$ cat src/design/hall_angle_event_scheduler_macros.svh
// Assertion helpers shared by the design files.
`ifndef HALL_ANGLE_EVENT_SCHEDULER_MACROS_SVH
`define HALL_ANGLE_EVENT_SCHEDULER_MACROS_SVH

// Implication checked on every clock edge, disabled in reset.
`define HAES_ASSERT_IMPL(label, clk, rst_n, ante, cons, msg) \
    label: assert property (@(posedge clk) disable iff (!rst_n) (ante) |-> (cons)) \
        else $error(msg);

// Next-cycle implication, disabled in reset.
`define HAES_ASSERT_NEXT(label, clk, rst_n, ante, cons, msg) \
    label: assert property (@(posedge clk) disable iff (!rst_n) (ante) |=> (cons)) \
        else $error(msg);

`endif

$ cat src/design/haes_pkg.sv
// ----------------------------------------------------------------------------
// haes_pkg
// Shared types, constants and codes of the hall angle event scheduler.
// ----------------------------------------------------------------------------
`timescale 1ns / 1ps
`default_nettype none
package haes_pkg;

    localparam int POINTS     = 8;
    localparam int IDX_W      = $clog2(POINTS);
    localparam int CNT_W      = $clog2(POINTS + 1);
    localparam int TURN_UNITS = 5760;

    localparam logic [2:0] OP_ADD  = 3'd0;
    localparam logic [2:0] OP_SORT = 3'd1;
    localparam logic [2:0] OP_HALL = 3'd2;
    localparam logic [2:0] OP_CMP  = 3'd3;
    localparam logic [2:0] OP_TICK = 3'd4;

    localparam logic [2:0] KIND_ADD_OK   = 3'd0;
    localparam logic [2:0] KIND_FULL     = 3'd1;
    localparam logic [2:0] KIND_SET_CMP  = 3'd2;
    localparam logic [2:0] KIND_PHASE    = 3'd3;
    localparam logic [2:0] KIND_SYNC     = 3'd4;
    localparam logic [2:0] KIND_TIMEOUT  = 3'd5;

    localparam logic [1:0] REG_OFFSET  = 2'd0;
    localparam logic [1:0] REG_PHASES  = 2'd1;
    localparam logic [1:0] REG_ENABLE  = 2'd2;
    localparam logic [1:0] REG_TIMEOUT = 2'd3;

    typedef enum logic [3:0] {
        ST_IDLE,
        ST_ADD_SCAN,
        ST_SORT_OUTER,
        ST_SORT_INNER,
        ST_SORT_SWAP,
        ST_HALL_BEGIN,
        ST_HALL_MUL,
        ST_HALL_DIV,
        ST_HALL_STORE,
        ST_EMIT
    } haes_state_t;

    // Controller commands to the datapath.
    typedef struct packed {
        logic load_item;
        logic add_scan;
        logic add_write;
        logic sort_begin_outer;
        logic sort_step_inner;
        logic sort_swap;
        logic sort_next_outer;
        logic hall_begin;
        logic hall_mul;
        logic div_start;
        logic hall_store;
        logic cmp_step;
        logic tick_step;
        logic emit_pop;
    } haes_cmd_t;

    // Datapath status back to the controller.
    typedef struct packed {
        logic       scan_done;
        logic       inner_done;
        logic       outer_done;
        logic       div_busy;
        logic       hall_done;
        logic [1:0] res_count;
    } haes_status_t;

    typedef struct packed {
        logic [2:0]  kind;
        logic [31:0] compare_value;
        logic [31:0] point_name_out;
        logic [39:0] sync_value;
        logic        last;
    } haes_result_t;

endpackage
`default_nettype wire

$ cat src/design/haes_controller.sv
// ----------------------------------------------------------------------------
// haes_controller
// Sequencer for add scan, selection sort, hall recompute and result delivery.
// ----------------------------------------------------------------------------
`timescale 1ns / 1ps
`default_nettype none
`include "hall_angle_event_scheduler_macros.svh"
module haes_controller (
    input  wire logic                  clk,
    input  wire logic                  rst_n,
    input  wire logic                  in_valid,
    output logic                       in_ready,
    input  wire logic [2:0]            operation,
    output logic                       out_valid,
    input  wire logic                  out_ready,
    input  wire haes_pkg::haes_status_t status,
    output haes_pkg::haes_cmd_t        cmd
);
    import haes_pkg::*;

    haes_state_t state_reg, state_next;

    always_ff @(posedge clk or negedge rst_n)
    begin
        if (!rst_n)
            state_reg <= ST_IDLE;
        else
            state_reg <= state_next;
    end

    always_comb
    begin
        state_next = state_reg;
        cmd        = '0;
        in_ready   = 1'b0;
        out_valid  = 1'b0;
        case (state_reg)
            ST_IDLE:
            begin
                in_ready = 1'b1;
                if (in_valid)
                begin
                    cmd.load_item = 1'b1;
                    case (operation)
                        OP_ADD:  state_next = ST_ADD_SCAN;
                        OP_SORT: state_next = ST_SORT_OUTER;
                        OP_HALL: state_next = ST_HALL_BEGIN;
                        OP_CMP:
                        begin
                            cmd.cmp_step = 1'b1;
                            state_next = ST_EMIT;
                        end
                        OP_TICK:
                        begin
                            cmd.tick_step = 1'b1;
                            state_next = ST_EMIT;
                        end
                        default: state_next = ST_IDLE;
                    endcase
                end
            end
            ST_ADD_SCAN:
            begin
                if (status.scan_done)
                begin
                    cmd.add_write = 1'b1;
                    state_next = ST_EMIT;
                end
                else
                    cmd.add_scan = 1'b1;
            end
            ST_SORT_OUTER:
            begin
                if (status.outer_done)
                    state_next = ST_IDLE;
                else
                begin
                    cmd.sort_begin_outer = 1'b1;
                    state_next = ST_SORT_INNER;
                end
            end
            ST_SORT_INNER:
            begin
                if (status.inner_done)
                    state_next = ST_SORT_SWAP;
                else
                    cmd.sort_step_inner = 1'b1;
            end
            ST_SORT_SWAP:
            begin
                cmd.sort_swap       = 1'b1;
                cmd.sort_next_outer = 1'b1;
                state_next = ST_SORT_OUTER;
            end
            ST_HALL_BEGIN:
            begin
                // Latch period first; an empty table goes straight to delivery.
                cmd.hall_begin = 1'b1;
                if (status.hall_done)
                    state_next = ST_EMIT;
                else
                    state_next = ST_HALL_MUL;
            end
            ST_HALL_MUL:
            begin
                cmd.hall_mul = 1'b1;
                state_next = ST_HALL_DIV;
            end
            ST_HALL_DIV:
            begin
                cmd.div_start = 1'b1;
                state_next = ST_HALL_STORE;
            end
            ST_HALL_STORE:
            begin
                if (!status.div_busy)
                begin
                    cmd.hall_store = 1'b1;
                    if (status.outer_done)
                        state_next = ST_EMIT;
                    else
                        state_next = ST_HALL_MUL;
                end
            end
            ST_EMIT:
            begin
                out_valid = (status.res_count != 2'd0);
                if (status.res_count == 2'd0)
                    state_next = ST_IDLE;
                else if (out_ready)
                begin
                    cmd.emit_pop = 1'b1;
                    if (status.res_count == 2'd1)
                        state_next = ST_IDLE;
                end
            end
            default: state_next = ST_IDLE;
        endcase
    end

    `HAES_ASSERT_IMPL(a_ready_idle, clk, rst_n, in_ready, state_reg == ST_IDLE,
        "input taken outside idle")
    `HAES_ASSERT_IMPL(a_valid_emit, clk, rst_n, out_valid, state_reg == ST_EMIT,
        "result shown outside emit")
    `HAES_ASSERT_NEXT(a_pop_last, clk, rst_n,
        cmd.emit_pop && status.res_count == 2'd1, state_reg == ST_IDLE,
        "controller stayed busy after last result")
endmodule
`default_nettype wire

$ cat config.mk
export PLATFORM = sky130hd
export DESIGN_NAME = haes_controller
export DESIGN_NICKNAME = d
export VERILOG_FILES = /design/src/design/haes_pkg.sv /design/src/design/haes_controller.sv
export VERILOG_INCLUDE_DIRS = /design/src /design/src/design
export SDC_FILE = /design/constraint.sdc
export NUM_CORES = 1
export LEC_CHECK = 0
export ABC_AREA = 1
export BUFFER_PORTS_ARGS = -buffer_cell sky130_fd_sc_hd__buf_2
export CORE_UTILIZATION = 30
export DETAILED_ROUTE_END_ITERATION = 8
export SYNTH_ARGS = -nofsm -noshare
export SYNTH_HDL_FRONTEND = slang
export SYNTH_SLANG_ARGS = --single-unit
export TNS_END_PERCENT = 100
$ cat constraint.sdc
create_clock -name clk -period 1.45 [get_ports clk]
set_clock_uncertainty 0.05 [all_clocks]
set_input_delay 0.0725 -clock clk [delete_from_list [all_inputs] [get_ports clk]]
set_output_delay 0.0725 -clock clk [all_outputs]
set_load 0.005 [all_outputs]
==> metrics.cfg, run 1 <==
[drt]
wl_per_cell_um = 9.66
drtIter0Drc = 25
vias = 760
first_pass_iters = 4
drtAntennaViolNets = 0
vias_per_cell = 4.44
wl_um = 1650
drcViolationCount = 0

[hold_path]
min_path_type = in2async

[power]
p_leak_nw = 0.562
power_density_nw_per_um2 = 1700
vdd_drop_max_mv = 0.595
p_total_w = 0.00144

[yosys]
synth.avg_cell_area_um2 = 5.09
synth-seq-area-share = 0.175
synth_top_area_cell = nand2_1
syn-cell-area_um2 = 571
syn_inst = 112
ys_types = 15
yosys_warnings = 0
ys_top_cells_by_area = nand2_1, dfrtp_1, nand3_1, inv_1, nor2_1
yosys.area.top_type_share = 0.217
synth_fp_nets = 126
synth-seq-cells = 4

[setup_path]
path_cells = nor2_4, buf_6, nand2_2, nor2_1, buf_2
crit_slowest_cell = dfrtp_2
cp-start-kind = flop
cp_data_arrival_time_ns = 1.28
ff2ff_path_depth = 9
path_delay_family = flip-flops
required_ns = 1.33
cp-end-kind = primary output
cp.depth = 5
crit_path_max_incr_delay_ns = 0.46
rrSetupSlack_ns = 0.11
crit_buf_inv = 2
crit_fanout = 6
worstSetupPathType = reg2out

[clock_tree]
root_buffer = clkbuf_4
cts_num_sinks = 4
cts_made_buffers = 3
htreeDepth = 1
clk_pin_slew_ns = 0.04
cts_buffer_depth = 2
cts_tree = yes
clk_latency_ns = 0.23

[cells_and_area]
area_growth_pct = 47.8
stdcell_count = 171
fin_nets = 162
largest_reg_flops = 4
stdcell_area_um2 = 843
final_cell_mix = nand2_1, buf_2, inv_1, nor2_1, nand3_1
drive_gt1_frac = 0.390
layout_commonest_cell = nand2_1
antenna_cells = 0

[timing]
drv_slew = 0
worst_slew_pin_slew_ns = 0.227
max_freq_ghz = 0.711
min_period_ns = 1.41
fin_crit_sh = 0.969
fin_tns_setup_ns = 0
rsz0062_at_grt = true
setup_viol = 0
hold_viol = 0
timing.hold.ws_ns = 0.123
max_slew_margin = 0.847

[die]
die_h_um = 45.6
rows = 15
start_util = 0.327
die_area_um2 = 2080
coreArea_um2 = 1750
fp.dieW_um = 45.6
pin_count = 30

[place]
dp_cells = 166
place_area_um2 = 747
dpl.hpwl_um = 1330
port_buffers = 29
place.gp.congestion = 0.846

[global_routing]
antenna_found_initial = 0
gr-total-overflow = 0
grt_max_degree = 8
grt_pass1_wl_um = 2420
track_usage = 0.158
grt_pass1_vias = 585

[run]
maxCapViolations = 0

[outcome]
status = complete, no violations

metrics by stage:
stage / setup WS, ns / utilization
after global placement: 0.0618 / 0.428
after detailed placement: 0.0836 / 0.428
after floorplan: 0.220 / -
final: 0.0442 / 0.483
after global routing: -0.0290 / 0.483
after CTS: 0.00728 / 0.452
report_power, final:
group | internal (W) | switching (W)
Sequential | 0.000172 | 0.000114
Clock | 0.0000922 | 0.0000405
Combinational | 0.000401 | 0.000618
per-layer routing:
metal | vias to the layer above | GRT usage | part of all wire | wire length (um)
li1 | 412 | - | - | -
met1 | 310 | 0.212 | 0.46 | 766
met2 | 36 | 0.251 | 0.45 | 741
met3 | 2 | 0.0278 | 0.077 | 127
met4 | 0 | 0.0545 | 0.010 | 17
met5 | - | 0 | 0 | 0
path summary, 6_finish.rpt:
| path | startpoint | to |
|---|---|---|
| setup / recovery | state_reg[3]$_DFFE_PN0P_ | cmd[11] |
| hold / removal | rst_n | state_reg[1]$_DFFE_PN0P_ |
| setup reg to reg | state_reg[3]$_DFFE_PN0P_ | state_reg[1]$_DFFE_PN0P_ |
| hold reg to reg | state_reg[0]$_DFFE_PN0P_ | state_reg[0]$_DFFE_PN0P_ |
| max in group asynchronous | rst_n | state_reg[2]$_DFFE_PN0P_ |
| min in group clk | status[5] | state_reg[1]$_DFFE_PN0P_ |
repair_timing:
action,in CTS,in global routing
resized for setup,4,13
hold buffers,1,0
pin swaps,0,3
hold endpoints to repair,4,0
endpoints found under the setup margin,4,10
setup buffers,0,1
synthesized netlist by cell type:
master / instances
inv_1: 21
inv_2: 2
o21ai_2: 1
dfrtp_1: 4
nand2_2: 3
a21oi_1: 1
buf_4: 1
nor3_1: 3
nor4_1: 1
nor2_4: 1
nor2_1: 18
o21ai_0: 1
nand2_1: 33
nand3_1: 18
nor2_2: 4
layout make-up:
cell class,instances,area (um^2)
tap,25,31.3
clock buffer,3,22.5
inverter,23,86.3
fill,182,902
multi-input combinational,84,424
timing repair buffer,32,174
sequential,4,105
logic make-up after synthesis:
family / synth area share
flip-flops: 0.175
AND/OR/NAND/NOR: 0.627
buffers and inverters: 0.164
AO/OA/AOI/OAI: 0.0329
worst reg2reg max path, stage by stage (launching register included):
cell	delay [ns]
dfrtp_2	0.46
inv_2	0.11
nor2_4	0.06
buf_4	0.13
nand3_1	0.07
nand2_1	0.05
nor2_1	0.10
nand2_1	0.07
nand2_1	0.07
nand2_1	0.06
Power figures use the tool's default switching activity.
==> run 2, diff against run 1 <==
--- a/config.mk
+++ b/config.mk
@@ -8,7 +8,9 @@
 export LEC_CHECK = 0
 export ABC_AREA = 1
 export BUFFER_PORTS_ARGS = -buffer_cell sky130_fd_sc_hd__buf_2
+export CORE_ASPECT_RATIO = 1.4
 export CORE_UTILIZATION = 30
+export CTS_CLUSTER_SIZE = 25
 export DETAILED_ROUTE_END_ITERATION = 8
 export SYNTH_ARGS = -nofsm -noshare
 export SYNTH_HDL_FRONTEND = slang
==> run 2 against run 1 <==
Net effect: clock power increased by 4%; count of clock-buffer cells in the layout stayed put; wire length fell by 5.8%; critical endpoint is now cmd[0]; sequential power shrank 2%; die area grew 0.11%; register-to-register slack better by 0.02 ns; first-iteration DRC count shrank 56%; final cell count fell by 2.9%; sequential share of layout area is 0.25 points higher; non-clock buffer count unchanged; hold slack got worse by 0.023 ns.
==> metrics.cfg, run 2 (same netlist as run 1, synthesis figures left out) <==
[global_routing]
grt_max_degree = 8
antenna_found_initial = 0
track_usage = 0.170
grt_pass1_vias = 663
grt_pass1_wl_um = 2560
gr-total-overflow = 0

[clock_tree]
root_buffer = clkbuf_4
cts_made_buffers = 3
htreeDepth = 1
cts_tree = yes
clk_latency_ns = 0.24
cts_num_sinks = 4
cts_buffer_depth = 2
clk_pin_slew_ns = 0.04

[die]
die_area_um2 = 2080
rows = 18
fp.dieW_um = 38.9
coreArea_um2 = 1780
pin_count = 30
die_h_um = 53.6
start_util = 0.321

[cells_and_area]
fin_nets = 162
layout_commonest_cell = nand2_1
final_cell_mix = nand2_1, buf_2, inv_1, nor2_1, nand3_1
largest_reg_flops = 4
fillCellCount = 206
area_growth_pct = 45.0
antenna_cells = 0
drive_gt1_frac = 0.363

[drt]
wl_um = 1560
drtAntennaViolNets = 0
vias = 767
drcViolationCount = 0
vias_per_cell = 4.62
wl_per_cell_um = 9.38
first_pass_iters = 4
drtIter0Drc = 11

[place]
dpl.hpwl_um = 1320
port_buffers = 29
place.gp.congestion = 0.886
place_ws_ns = 0.107

[power]
p_leak_nw = 0.560
vdd_drop_max_mv = 0.627
power_density_nw_per_um2 = 1710

[setup_path]
cp_data_arrival_time_ns = 1.26
cp-end-kind = primary output
worstSetupPathType = reg2out
cp-start-kind = flop
required_ns = 1.33
crit_fanout = 5

[timing]
max_freq_ghz = 0.721
worst_slew_pin_slew_ns = 0.210
rsz0062_at_grt = true
timing.hold.ws_ns = 0.100
min_period_ns = 1.39
max_slew_margin = 0.859
fin_crit_sh = 0.956
drv_slew = 0
setup_slack_ns = 0.0633
hold_viol = 0
setup_viol = 0

[outcome]
status = complete, no violations

[hold_path]
min_path_type = in2reg

[run]
maxCapViolations = 0

[run 2: cell types whose count changed in the layout (fill, tap and decap cells not counted)]
cell,previous run,this run
nand2_1,31,33
nand2_2,4,2
inv_1,20,21
inv_2,3,2
nor3_1,0,1
nor3_2,3,2
[run 2: final timing paths]
check                                              start                  endpoint  cells after the start  slack (ns)
worst max-delay path            state_reg[3]$_DFFE_PN0P_                    cmd[0]                      5        0.06
worst min-delay path                           status[5]  state_reg[1]$_DFFE_PN0P_                      4        0.10
worst max register to register  state_reg[3]$_DFFE_PN0P_  state_reg[1]$_DFFE_PN0P_                      9        0.13
worst min register to register  state_reg[3]$_DFFE_PN0P_  state_reg[3]$_DFFE_PN0P_                      2        0.52
max in group asynchronous                          rst_n  state_reg[2]$_DFFE_PN0P_                      2        1.10
min in group asynchronous                          rst_n  state_reg[3]$_DFFE_PN0P_                      2        0.12
[run 2: repair_timing]
item	CTS	global route
hold buffers	1	0
endpoints found under the hold margin	4	0
endpoints found under the setup margin	3	14
pin swaps	1	2
resized for setup	2	11
buffers inserted	1	0
[run 2: layout make-up]
class / count / area (um^2) / area share
multi-input cells: 84 / 414 / 0.501
repair buffers: 32 / 174 / 0.210
flip-flops and latches: 4 / 105 / 0.127
inverters: 23 / 86.3 / 0.104
well taps: 20 / 25.0 / 0.0303
clock buffers: 3 / 22.5 / 0.0272
[run 2: worst max-delay path: stages (launching register included)]
cell and delay [ns]:
dfrtp_2 0.42, inv_1 0.11, nor2_4 0.14, nand2_1 0.10, nor3_1 0.12, buf_2 0.13
[run 2: stage by stage]
step	util	std cells	setup TNS [ns]	area, um^2	total power [W]
finish	0.465	166	0	827	0.00141
detailed placement	0.416	161	0	741	0.00113
floorplan	-	112	0	571	0.000867
global placement	0.416	161	0	741	0.00114
global route	0.465	166	-0.0601	827	0.00157
CTS	0.442	166	-0.000433	787	0.00132
[run 2: metal layers]
metal	up-vias	part of all wire	global-route usage
met5	-	0	0
met4	0	0.028	0.0690
met3	4	0.038	0.0124
met2	25	0.49	0.297
met1	328	0.45	0.210
li1	410	-	-
[run 2: power by group]
part	total (W)	switching, W	leakage (nW)	internal (W)
Sequential	0.000281	0.000109	0.0465	0.000172
Clock	0.000138	0.0000452	0.0138	0.0000925
Combinational	0.000995	0.000599	0.500	0.000396
Total	0.00141	0.000753	0.560	0.000661
==> run 3, diff against run 2 <==
--- a/config.mk
+++ b/config.mk
@@ -7,8 +7,9 @@
 export NUM_CORES = 1
 export LEC_CHECK = 0
 export ABC_AREA = 1
+export ABC_CLOCK_PERIOD_IN_PS = 1450
 export BUFFER_PORTS_ARGS = -buffer_cell sky130_fd_sc_hd__buf_2
-export CORE_ASPECT_RATIO = 1.4
+export CORE_ASPECT_RATIO = 0.8
 export CORE_UTILIZATION = 30
 export CTS_CLUSTER_SIZE = 25
 export DETAILED_ROUTE_END_ITERATION = 8
==> run 3 against run 2 <==
Net effect: register-to-register slack lost 0.02 ns; count of clock-buffer cells in the layout did not move; total power fell by 0.64%; cell area rose by 0.15%; wire length rose by 4.9%; critical path depth unchanged; via count grew 0.13%; global-route usage down 0.87 points.
==> metrics.cfg, run 3 (same netlist as run 1, synthesis figures left out) <==
[run]
maxCapViolations = 0

[timing]
drv_slew = 0
rsz0062_at_grt = true
setup_viol = 0
worst_slew_pin_slew_ns = 0.266
hold_viol = 0
max_slew_margin = 0.821
max_freq_ghz = 0.727
setup_slack_ns = 0.0750
fin_crit_sh = 0.948
min_period_ns = 1.37

[global_routing]
gr-total-overflow = 0
grt_pass1_wl_um = 2480
antenna_found_initial = 0
track_usage = 0.161
grt_max_degree = 8
grt_pass1_vias = 595

[cells_and_area]
largest_reg_flops = 4
fillCellCount = 186
layout_commonest_cell = nand2_1
fin_nets = 163
drive_gt1_frac = 0.367
final_cell_mix = nand2_1, buf_2, inv_1, nand3_1, nor2_1
stdcell_count = 169
antenna_cells = 0
area_growth_pct = 45.2

[place]
place.gp.congestion = 0.889
dp_cells = 162
dpl.hpwl_um = 1400
port_buffers = 29
place_ws_ns = 0.0478

[drt]
drcViolationCount = 0
drtIter0Drc = 23
drtAntennaViolNets = 0
vias = 768
vias_per_cell = 4.54
wl_um = 1630
wl_per_cell_um = 9.67
first_pass_iters = 4

[die]
die_h_um = 41.0
fp.dieW_um = 50.8
start_util = 0.334
coreArea_um2 = 1710
die_area_um2 = 2080
rows = 13
pin_count = 30

[clock_tree]
cts_num_sinks = 4
cts_buffer_depth = 2
clk_latency_ns = 0.23
cts_made_buffers = 3
cts_tree = yes
clk_pin_slew_ns = 0.04
root_buffer = clkbuf_4
htreeDepth = 1

[setup_path]
worstSetupPathType = reg2out
path_cells = inv_1, nor2_4, nand2_1, nor2_1, buf_2
crit_path_max_incr_delay_ns = 0.42
crit_start = state_reg[3]$_DFFE_PN0P_
required_ns = 1.33
cp_data_arrival_time_ns = 1.25
cp-start-kind = flop
cp-end-kind = primary output
reg2reg_from = state_reg[2]$_DFFE_PN0P_
crit_fanout = 5
crit_slowest_cell = dfrtp_2

[power]
p_leak_nw = 0.562
vdd_drop_max_mv = 1.22
power_density_nw_per_um2 = 1700

[outcome]
status = complete, no violations

[hold_path]
min_path_type = in2async

## run 3: per-stage QoR
step / hold WS (ns) / total power [W] / instance area, um^2 / setup TNS (ns) / util
after floorplan: -0.273 / 0.000867 / 571 / 0 / -
after global placement: -0.166 / 0.00111 / 736 / 0 / 0.431
after detailed placement: -0.169 / 0.00111 / 736 / 0 / 0.431
after CTS: 0.121 / 0.00128 / 779 / 0 / 0.456
after global routing: 0.124 / 0.00156 / 828 / -0.0350 / 0.485
final: 0.126 / 0.00140 / 828 / 0 / 0.485
## run 3: power breakdown
group | leakage [nW] | internal, W | total, W | switching, W
registers | 0.0465 | 0.000172 | 0.000278 | 0.000106
clock network | 0.0138 | 0.0000922 | 0.000131 | 0.0000393
logic | 0.502 | 0.000393 | 0.000995 | 0.000602
## run 3: area by class of cell
| class | count | area (um^2) | area share |
|---|---|---|---|
| multi-input combinational | 84 | 409 | 0.494 |
| timing repair buffer | 33 | 178 | 0.215 |
| tap | 22 | 27.5 | 0.0332 |
| clock buffer | 3 | 22.5 | 0.0272 |
| sequential | 4 | 105 | 0.127 |
| inverter | 23 | 86.3 | 0.104 |
## run 3: layer usage
layer,global-route usage,share of wire,vias up
li1,-,-,415
met1,0.218,0.49,339
met2,0.293,0.48,14
met3,0.0148,0.026,0
met4,0.0208,0,0
met5,0,0,-
## run 3: critical path, delay by kind of cell (launching register included)
family | cells | cell delay [ns]
flops | 1 | 0.42
simple gates | 3 | 0.36
buf+inv | 2 | 0.24
## run 3: path summary, 6_finish.rpt
path,end,slack (ns),cells past startpoint
setup / recovery,out_valid,0.08,5
hold / removal,state_reg[2]$_DFFE_PN0P_,0.13,2
setup reg to reg,state_reg[1]$_DFFE_PN0P_,0.11,9
hold reg to reg,state_reg[3]$_DFFE_PN0P_,0.54,2
max in group asynchronous,state_reg[3]$_DFFE_PN0P_,1.10,2
min in group clk,state_reg[1]$_DFFE_PN0P_,0.16,4
## run 3: timing repair
action / CTS / global route
pin swaps: 0 / 2
setup endpoints to repair: 5 / 14
gates resized for setup: 3 / 8
buffers inserted: 0 / 3
cloned: 0 / 0
endpoints found under the hold margin: 4 / 0
hold buffers: 1 / 0
